<file path="src/rtl/core/cig_pkg.sv">
// Package for the consecutive integer GCD block.
// Holds the sequencer state type and the remainder unit status struct.
// No dependencies.
package cig_pkg;

   typedef enum logic [1:0] {
      ST_IDLE,
      ST_START,
      ST_WAIT,
      ST_DONE
   } cig_state_type;

   typedef struct packed {
      logic busy;
      logic done;
   } cig_rem_status_type;

endpackage : cig_pkg

</file>
<file path="src/rtl/core/cig_rem_unit.sv">
// Two-lane restoring remainder unit: one bit of both remainders per cycle.
// Depends on cig_pkg for the status struct.
module cig_rem_unit
   import cig_pkg::*;
#(
   parameter int WIDTH = 16
) (
   input  logic               clock,
   input  logic               reset,
   input  logic               start,
   input  logic [WIDTH-1:0]   dividend_a,
   input  logic [WIDTH-1:0]   dividend_b,
   input  logic [WIDTH-1:0]   divisor,
   output cig_rem_status_type status,
   output logic [WIDTH-1:0]   rem_a,
   output logic [WIDTH-1:0]   rem_b
);

   localparam int CNT_BITS = $clog2(WIDTH);
   localparam logic [CNT_BITS-1:0] LAST_STEP = CNT_BITS'(WIDTH - 1);

   logic                busy_ff, busy_in;
   logic                done_ff, done_in;
   logic [CNT_BITS-1:0] cnt_ff, cnt_in;
   logic [WIDTH-1:0]    qa_ff, qa_in, qb_ff, qb_in;
   logic [WIDTH-1:0]    ra_ff, ra_in, rb_ff, rb_in;
   logic [WIDTH-1:0]    d_ff, d_in;
   logic [WIDTH:0]      sa, sb, da, db;

   always_comb begin
      busy_in = busy_ff;
      done_in = 1'b0;
      cnt_in  = cnt_ff;
      qa_in   = qa_ff;
      qb_in   = qb_ff;
      ra_in   = ra_ff;
      rb_in   = rb_ff;
      d_in    = d_ff;
      // Bring down the next dividend bit, then subtract the divisor if it fits.
      sa      = {ra_ff, qa_ff[WIDTH-1]};
      sb      = {rb_ff, qb_ff[WIDTH-1]};
      da      = sa - {1'b0, d_ff};
      db      = sb - {1'b0, d_ff};
      if (start && !busy_ff) begin
         busy_in = 1'b1;
         cnt_in  = LAST_STEP;
         qa_in   = dividend_a;
         qb_in   = dividend_b;
         ra_in   = '0;
         rb_in   = '0;
         d_in    = divisor;
      end else if (busy_ff) begin
         ra_in = (sa >= {1'b0, d_ff}) ? da[WIDTH-1:0] : sa[WIDTH-1:0];
         rb_in = (sb >= {1'b0, d_ff}) ? db[WIDTH-1:0] : sb[WIDTH-1:0];
         qa_in = {qa_ff[WIDTH-2:0], 1'b0};
         qb_in = {qb_ff[WIDTH-2:0], 1'b0};
         cnt_in = cnt_ff - CNT_BITS'(1);
         if (cnt_ff == '0) begin
            busy_in = 1'b0;
            done_in = 1'b1;
         end
      end
   end

   always_ff @(posedge clock) begin
      if (reset) begin
         busy_ff <= 1'b0;
         done_ff <= 1'b0;
         cnt_ff  <= '0;
      end else begin
         busy_ff <= busy_in;
         done_ff <= done_in;
         cnt_ff  <= cnt_in;
      end
      qa_ff <= qa_in;
      qb_ff <= qb_in;
      ra_ff <= ra_in;
      rb_ff <= rb_in;
      d_ff  <= d_in;
   end

   assign status.busy = busy_ff;
   assign status.done = done_ff;
   assign rem_a       = ra_ff;
   assign rem_b       = rb_ff;

   a_done_not_busy : assert property (@(posedge clock) disable iff (reset)
      done_ff |-> !busy_ff)
      else $error("remainder unit signals done while still busy");

   a_done_pulse : assert property (@(posedge clock) disable iff (reset)
      done_ff |=> !done_ff)
      else $error("remainder unit done lasted more than one cycle");

   a_rem_below_divisor : assert property (@(posedge clock) disable iff (reset)
      (done_ff && d_ff != '0) |-> (ra_ff < d_ff && rb_ff < d_ff))
      else $error("remainder not below divisor");

endmodule : cig_rem_unit

</file>
<file path="src/rtl/core/consecutive_integer_gcd_top.sv">
// GCD by consecutive integer checking. Trial divisors count down from
// min(a,b), trials = min(a,b) - gcd + 1; an operand of zero skips the trials.
// A new word is not taken until the last one has been handed to the result
// register. Each trial runs the bit-serial remainder unit on both operands.
// A new word is taken only in the idle state, also while a result still waits.
// Synchronous active-high reset clears the sequencer and the result valid flag.
// Depends on cig_pkg and cig_rem_unit.
module consecutive_integer_gcd_top
   import cig_pkg::*;
#(
   parameter int WIDTH = 16
) (
   input  logic                                clock,
   input  logic                                reset,
   input  logic                                req_tvalid,
   output logic                                req_tready,
   // Fields from bit 0: a_value, b_value, zero fill.
   input  logic [((2*WIDTH+7)/8)*8-1:0]        req_tdata,
   output logic                                rsp_tvalid,
   input  logic                                rsp_tready,
   // Fields from bit 0: divisor, check_count, zero fill.
   output logic [((2*WIDTH+7)/8)*8-1:0]        rsp_tdata
);

   localparam int BUS_BITS = ((2*WIDTH+7)/8)*8;
   localparam logic [WIDTH-1:0] ONE = WIDTH'(1);

   cig_state_type      state_ff, state_in;
   logic [WIDTH-1:0]   a_ff, a_in, b_ff, b_in;
   logic [WIDTH-1:0]   trial_ff, trial_in;
   logic [WIDTH-1:0]   count_ff, count_in;
   logic               rsp_valid_ff, rsp_valid_in;
   logic [WIDTH-1:0]   rsp_div_ff, rsp_div_in;
   logic [WIDTH-1:0]   rsp_cnt_ff, rsp_cnt_in;
   logic [WIDTH-1:0]   req_a, req_b;
   logic               rem_start;
   cig_rem_status_type rem_status;
   logic [WIDTH-1:0]   rem_a, rem_b;

   assign req_a = req_tdata[WIDTH-1:0];
   assign req_b = req_tdata[2*WIDTH-1:WIDTH];

   cig_rem_unit #(
      .WIDTH(WIDTH)
   ) u_rem (
      .clock      (clock),
      .reset      (reset),
      .start      (rem_start),
      .dividend_a (a_ff),
      .dividend_b (b_ff),
      .divisor    (trial_ff),
      .status     (rem_status),
      .rem_a      (rem_a),
      .rem_b      (rem_b)
   );

   always_comb begin
      state_in     = state_ff;
      a_in         = a_ff;
      b_in         = b_ff;
      trial_in     = trial_ff;
      count_in     = count_ff;
      rsp_valid_in = rsp_valid_ff;
      rsp_div_in   = rsp_div_ff;
      rsp_cnt_in   = rsp_cnt_ff;
      req_tready   = 1'b0;
      rem_start    = 1'b0;
      if (rsp_valid_ff && rsp_tready) begin
         rsp_valid_in = 1'b0;
      end
      unique case (state_ff)
         ST_IDLE: begin
            req_tready = 1'b1;
            if (req_tvalid) begin
               a_in = req_a;
               b_in = req_b;
               if (req_a == '0 || req_b == '0) begin
                  trial_in = ONE;
                  count_in = '0;
                  state_in = ST_DONE;
               end else begin
                  trial_in = (req_a < req_b) ? req_a : req_b;
                  count_in = ONE;
                  state_in = ST_START;
               end
            end
         end
         ST_START: begin
            rem_start = 1'b1;
            state_in  = ST_WAIT;
         end
         ST_WAIT: begin
            if (rem_status.done) begin
               // A trial of one always divides, so the countdown ends there.
               if (rem_a == '0 && rem_b == '0) begin
                  state_in = ST_DONE;
               end else begin
                  trial_in = trial_ff - ONE;
                  count_in = count_ff + ONE;
                  state_in = ST_START;
               end
            end
         end
         ST_DONE: begin
            if (!rsp_valid_ff || rsp_tready) begin
               rsp_valid_in = 1'b1;
               rsp_div_in   = trial_ff;
               rsp_cnt_in   = count_ff;
               state_in     = ST_IDLE;
            end
         end
         default: begin
            state_in = ST_IDLE;
         end
      endcase
   end

   always_ff @(posedge clock) begin
      if (reset) begin
         state_ff     <= ST_IDLE;
         rsp_valid_ff <= 1'b0;
      end else begin
         state_ff     <= state_in;
         rsp_valid_ff <= rsp_valid_in;
      end
      a_ff       <= a_in;
      b_ff       <= b_in;
      trial_ff   <= trial_in;
      count_ff   <= count_in;
      rsp_div_ff <= rsp_div_in;
      rsp_cnt_ff <= rsp_cnt_in;
   end

   assign rsp_tvalid = rsp_valid_ff;
   assign rsp_tdata  = BUS_BITS'({rsp_cnt_ff, rsp_div_ff});

   a_unit_idle_outside_trial : assert property (@(posedge clock) disable iff (reset)
      (state_ff == ST_IDLE || state_ff == ST_DONE) |-> !rem_status.busy)
      else $error("remainder unit busy outside a trial");

   a_trial_nonzero : assert property (@(posedge clock) disable iff (reset)
      (state_ff == ST_START || state_ff == ST_WAIT) |-> trial_ff != '0)
      else $error("trial divisor reached zero");

   a_done_only_waiting : assert property (@(posedge clock) disable iff (reset)
      rem_status.done |-> state_ff == ST_WAIT)
      else $error("remainder result arrived outside the wait state");

endmodule : consecutive_integer_gcd_top
</file>
<file path="config.mk">
export PLATFORM = sky130hd
export DESIGN_NAME = consecutive_integer_gcd_top
export DESIGN_NICKNAME = d
export VERILOG_FILES = /design/src/rtl/core/cig_pkg.sv /design/src/rtl/core/cig_rem_unit.sv /design/src/rtl/core/consecutive_integer_gcd_top.sv
export SDC_FILE = /design/constraint.sdc
export NUM_CORES = 1
export LEC_CHECK = 0
export ABC_CLOCK_PERIOD_IN_PS = 4600
export BUFFER_PORTS_ARGS = -buffer_cell sky130_fd_sc_hd__buf_2
export CAP_MARGIN = 20
export CORE_ASPECT_RATIO = 1.1
export CORE_MARGIN = 3
export CORE_UTILIZATION = 55
export CTS_BUF_LIST = sky130_fd_sc_hd__clkbuf_16
export CTS_CLUSTER_DIAMETER = 120
export CTS_CLUSTER_SIZE = 20
export DETAILED_ROUTE_END_ITERATION = 10
export PLACE_DENSITY_LB_ADDON = 0.2
export REMOVE_ABC_BUFFERS = 1
export SYNTH_ARGS = -nofsm -noshare
export SYNTH_HDL_FRONTEND = slang
export SYNTH_SLANG_ARGS = --single-unit
</file>
<file path="constraint.sdc">
create_clock -name clock -period 4.6 [get_ports clock]
set_input_delay 0.69 -clock clock [delete_from_list [all_inputs] [get_ports clock]]
set_output_delay 0.69 -clock clock [all_outputs]
set_load 0.1 [all_outputs]
</file>
-- After elaboration in Yosys (flattened, before gate mapping)
Index checks and enable logic that the tools add are counted.
- $add $sub $neg: 5
- $lt $le $gt $ge: 3
- eq/ne operators: 7
- multiplexer cells: 34
- bitwise operators: 1
- reduce and logical (&&, ||, !) cells: 20
- operators with widths (kind ; count):
    16-bit two-way mux ; 14
    16-bit zero test ; 4
    16-bit one-hot mux with 2 select lines ; 2
    17-bit by 16-bit greater-or-equal comparator with 1-bit output ; 2
    16-bit subtractor ; 2
    16-bit by 1-bit adder with 16-bit output, second input constant ; 1
    16-bit less-than comparator ; 1
    16-bit by 1-bit subtractor with 16-bit output, second input constant ; 1
    1-bit two-way mux ; 10
    2-bit two-way mux ; 5
    4-bit two-way mux ; 2
    2-bit one-hot mux with 4 select lines ; 1
    2-bit inequality test, second input constant ; 3
    2-bit equality test, second input constant ; 2
    4-bit zero test ; 1
    2-bit AND reduction ; 2
    4-bit AND reduction ; 1
    2-bit nonzero test ; 2
    4-bit by 1-bit subtractor with 4-bit output, second input constant ; 1
    1-bit logical AND ; 3
    3-bit AND reduction ; 1
    3-bit OR reduction ; 1
    2-bit by 1-bit equality test with 1-bit output, second input constant ; 1
    1-bit zero test ; 2
    4 further kinds ; 5
- flip-flop bits (word level): 185
- bits of input ports: 36
- output and inout port bits: 34

-- Longest topological paths before layout
- word-level depth: 5
- gate-level depth with buffers: 11
- mapped depth without buffers: 11

-- By module
A second synthesis with hierarchy kept.
- cell total of the unflattened synthesis: 828
- area, all modules: 9726.8 um^2
- by module, submodules not included (module ; times used ; cells each ; area each (um^2) ; sequential area each (um^2)):
    cig_rem_unit ; 1 ; 478 ; 5033.6 ; 2202.1
    consecutive_integer_gcd_top ; 1 ; 350 ; 4693.3 ; 2942.8

-- Worst setup path after synthesis
Ideal clock, no wire load.
- path type: flip-flop to flip-flop
- from: register state_ff[0]
- to: register a_ff[0] (enable)
- arrival: 2.768 ns
- setup slack: 1.440 ns
- cell stages (with the launch flop): 4
- path buffers: 1
- period minus slack after synthesis: 3.160 ns
- cell sequence: dfxtp_1 > clkbuf_1 > nor2_1 > and2_1
- cells in the longest elaborated chain, start to end: 2
- RTL lines (item ; line ; RTL):
    start: declaration ; consecutive_integer_gcd_top.sv:28 ; cig_state_type state_ff, state_in;
    start signal: assignment ; consecutive_integer_gcd_top.sv:123 ; state_ff <= state_in;
    2-bit zero test ; consecutive_integer_gcd_top.sv:71 ; unique case (state_ff)
    2-bit AND reduction (no line) ; -- ;
    end signal: assignment ; consecutive_integer_gcd_top.sv:126 ; a_ff <= a_in;
    end: declaration ; consecutive_integer_gcd_top.sv:29 ; logic [WIDTH-1:0] a_ff, a_in, b_ff, b_in;
Every way passes these cells.
A chain may end at the register's enable or synchronous reset.

-- Worst setup path after layout
- from: register u_rem.d_ff[1]
- to: register u_rem.rb_ff[10] (netlist: u_rem.rem_b[10])
- cells in the longest elaborated chain, start to end: 2
- RTL lines (item ; line ; RTL):
    start: declaration ; cig_rem_unit.sv:27 ; logic [WIDTH-1:0] d_ff, d_in;
    start signal: assignment ; cig_rem_unit.sv:79 ; d_ff <= d_in;
    16-bit subtractor or 17-bit by 16-bit greater-or-equal comparator with 1-bit output (tied branches) ; cig_rem_unit.sv:43, cig_rem_unit.sv:54 ;
    16-bit two-way mux * ; cig_rem_unit.sv:54 ; rb_in = (sb >= {1'b0, d_ff}) ? db[WIDTH-1:0] : sb[WIDTH-1:0];
    end signal: assignment ; cig_rem_unit.sv:78 ; rb_ff <= rb_in;
    end: declaration ; cig_rem_unit.sv:26 ; logic [WIDTH-1:0] ra_ff, ra_in, rb_ff, rb_in;
Every way passes the cells marked *; elsewhere a longest branch is shown, timed or not.

==> results by stage <==
STA:
- The final critical path time including I/O delays and setup is 2.79 ns.
- The slew of the pin with the lowest slew margin is 0.909 ns.
- For the final database, setup skew stands at 0.0145 ns.
- The setup-violating endpoint count in the final report is 0.
- The number of hold violations in the final report is 0.
- Setup repair after global routing left no endpoint under its margin.
- The final worst-path cycle share is 60.7%.
- Derived from the worst setup path, the maximum achievable clock frequency is 358 MHz.
- The worst max-slew margin expressed relative to the limit is 39.2%.
- Setup total negative slack on the finished layout was measured at 0 ns.
- The number of pins with negative max-slew slack in the final report is 0.

Logic synthesis:
- By area the synthesized netlist is led by sky130_fd_sc_hd__edfxtp_1 45%, sky130_fd_sc_hd__dfxtp_1 8.6%, sky130_fd_sc_hd__ha_1 6.6%.
- The cell count after synthesis came out at 790.
- The netlist uses 72 different library cells.
- The portion of synthesized cell area occupied by the leading cell type is 45.3%.
- In this run, synthesis produced a sequential element count of 185.
- The synthesized design contains 144 enable-type register cells.
- The average instance in the mapped netlist occupies 12.1 um^2.
- After synthesis the cells add up to 9540 um^2.
- The largest total area in the synthesized netlist belongs to sky130_fd_sc_hd__edfxtp_1.
- In the synthesized netlist the dominant register cell turns out to be sky130_fd_sc_hd__edfxtp_1.
- The yosys synthesis warning count is 0.
- After synthesis, flip-flops and latches occupy 53.9% of the total area.
- The share of async-settable or async-resettable flops after synthesis is 0%.

Die:
- The core area is 16700 um^2.
- Row generation in the floorplan step produced 49 rows.
- The die height is 144 um.
- The die span in x is 132 um.
- The initial utilization of the core area, before any placement, comes to 57.2%.
- The number of primary I/O pins is 70.
- The floorplan step defined a die boundary enclosing 19000 um^2.

Setup path:
- The number of buffer and inverter stages on the critical path is 1.
- The worst setup path is captured at a flip-flop.
- Data on the critical path arrives at its endpoint at 3.11 ns.
- The category of the most critical setup path is reg2reg.
- On the critical path, the stage with the largest delay is an instance of sky130_fd_sc_hd__o311ai_4.
- Of all nets on the critical path, the largest fanout is 19.
- The type of element launching the critical path is a flip-flop.
- In this design, the stage delay of the slowest critical-path cell is 0.76 ns.
- At the worst endpoint, the required time is 4.92 ns.
- The cell family contributing the most delay on the critical path is compound AO/OA/AOI/OAI gates.
- Walking the worst path, the cells encountered are inv_1, ha_1, nor2b_4, o2111ai_1, nand4b_2, o21ai_2, o311ai_4, mux2_2, a22o_1.

Clock tree:
- The number of buffers inserted for hold repair after clock tree synthesis is 0.
- The number of instances resized during post-cts repair is 0.
- CTS built an H-tree with a depth of 4.
- The clock insertion delay at the later pin of the skew report is 0.43 ns.
- The total clock buffers created by CTS is 17.
- The clock-pin slew on the worst setup and hold paths is 0.07 ns.
- The clock net in this run drives a total of 185 sinks.
- The root buffer cell chosen for the clock tree is sky130_fd_sc_hd__clkbuf_16.
- The deepest clock path buffer count is 2.
- In this run the post-CTS setup repair buffer count came out at 0.
- The TritonCTS clock tree is yes.

Layout:
- After routing the design area is 10700 um^2.
- The layout has 1333 filler cells.
- The most common library cell in the layout ignoring fill and taps is sky130_fd_sc_hd__edfxtp_1.
- The area of the multi-input gates is 4070 um^2.
- The library cells used most frequently in the layout, excluding fill and tap cells, are 144 x sky130_fd_sc_hd__edfxtp_1, 69 x sky130_fd_sc_hd__buf_2, 54 x sky130_fd_sc_hd__inv_1.
- The net count of the finished layout is 950.
- Cells with a size suffix above 1 make up 20.5% of the layout.
- The growth of design area from synthesis to finish is 12.1%.
- The antenna diode count is 0.
- The sequential cells in the finished layout cover a total of 5140 um^2.
- The final non-filler cell total is 1104.

Global routing:
- The first global-routing pass estimated 33600 um of wire.
- The overall global routing resource usage is 22.3%.
- For this run the aggregate overflow at the end of global routing stands at 0.
- The pin count of the biggest net entering global routing is 52.
- The number of global-route vias before repair is 6580.
- The number of antenna violations at the first check in global routing came to 0.

Power and ir drop:
- The overall power of the completed layout is 4.25 mW.
- The cell leakage power is 4.24 nW.
- Across the VDD grid, the largest voltage drop is 0.291 mV.
- For this design the ratio of total power to cell area is 397 nW/um^2.

Routing:
- In the routed design, unresolved DRC markers number 0.
- The final layout contains routed wiring with a total length of 20800 um.
- The detailed router finished its first iteration with 623 violations.
- The routed layout has 6505 vias.
- The detail route stage leaves a number of antenna-violating nets equal to 0.
- The post-detailed-route wirelength per cell is 18.8 um.
- In the routed layout, each cell is associated on average with a via count of 5.89.
- The detailed-router iteration count before antenna repair is 5.

Placed design:
- The instance area after placement is 10100 um^2.
- Port buffering added 69 buffers.
- The cell total after placement is 1072.
- The half-perimeter wire length of the detailed placement result is 14800 um.
- Routability-driven placement finished with a final weighted congestion of 0.946.

Hold path:
- The path type of the worst min-delay path is in2reg.

Job:
- The tool flagged a number of max-cap violations equal to 0.

Run status:
- The flow ran to the end, and the final reports show no timing, DRC or antenna violations.
-- power breakdown --
part	internal, mW	switching, mW
Combinational	0.282	0.432
Clock	0.758	0.656
Sequential	2.00	0.117
-- cells in the mapped netlist (4+ instances only) --
cell	count
sky130_fd_sc_hd__buf_2	4
sky130_fd_sc_hd__nor2_1	46
sky130_fd_sc_hd__buf_6	4
sky130_fd_sc_hd__and2_1	6
sky130_fd_sc_hd__nor3_1	10
sky130_fd_sc_hd__nand2_1	36
sky130_fd_sc_hd__and3_1	7
sky130_fd_sc_hd__mux2_4	5
sky130_fd_sc_hd__a21oi_1	26
sky130_fd_sc_hd__xnor2_1	34
sky130_fd_sc_hd__a211oi_1	9
sky130_fd_sc_hd__a22o_1	17
sky130_fd_sc_hd__nor2b_1	5
sky130_fd_sc_hd__edfxtp_1	144
sky130_fd_sc_hd__a32oi_1	8
sky130_fd_sc_hd__mux2_2	39
sky130_fd_sc_hd__mux2i_1	17
sky130_fd_sc_hd__a31oi_1	6
sky130_fd_sc_hd__dfxtp_1	41
sky130_fd_sc_hd__clkbuf_1	16
sky130_fd_sc_hd__o2bb2a_1	4
sky130_fd_sc_hd__nand4_1	13
sky130_fd_sc_hd__xor2_1	15
sky130_fd_sc_hd__o211ai_1	7
sky130_fd_sc_hd__o22ai_1	15
sky130_fd_sc_hd__ha_1	50
sky130_fd_sc_hd__a21o_1	20
sky130_fd_sc_hd__inv_1	53
sky130_fd_sc_hd__nand3_1	20
sky130_fd_sc_hd__o21ai_0	25
sky130_fd_sc_hd__nor4_1	20
sky130_fd_sc_hd__or3_1	7
-- per-stage QoR --
step	worst slack, ns	hold slack, ns	util [%]
CTS	1.79	0.479	64.2
global placement	1.79	0.448	60.6
detailed placement	1.76	0.477	60.8
global route	1.66	0.475	64.2
floorplan	0.647	0.424	-
finish	1.81	0.491	64.2
-- worst paths after layout --
| check | from | end | slack, ns | depth (start not counted) |
|---|---|---|---|---|
| max | u_rem.d_ff[1] | u_rem.rem_b[10] | 1.81 | 9 |
| min | req_tdata[26] | b_ff[10] | 0.49 | 1 |
| max reg2reg | u_rem.d_ff[1] | u_rem.rem_b[10] | 1.81 | 9 |
| min reg2reg | count_ff[15] | rsp_cnt_ff[15] | 0.51 | 0 |
-- metal layers --
metal / vias up / share of wire (%) / global-route usage (%)
li1: 3148 / - / -
met1: 3164 / 42 / 27.3
met2: 162 / 51 / 39.5
met3: 31 / 4.0 / 3.97
met4: 0 / 2.5 / 9.34
met5: - / 0 / 0
-- cells by family after synthesis --
logic type | share of synthesized area [%]
AND/OR/NAND/NOR | 11.4
flip-flops | 53.9
AO/OA/AOI/OAI | 12.4
buffers and inverters | 3.62
multiplexers | 7.17
adder cells (fa/ha/maj) | 6.98
XOR/XNOR | 4.50
-- layout make-up --
type | count | area share, %
inverter | 53 | 1.86
sequential | 185 | 48.1
timing repair buffer | 79 | 4.05
tap | 229 | 2.68
clock inverter | 15 | 1.32
multi-input combinational | 526 | 38.0
clock buffer | 17 | 3.98
Power figures use the tool's default switching activity.
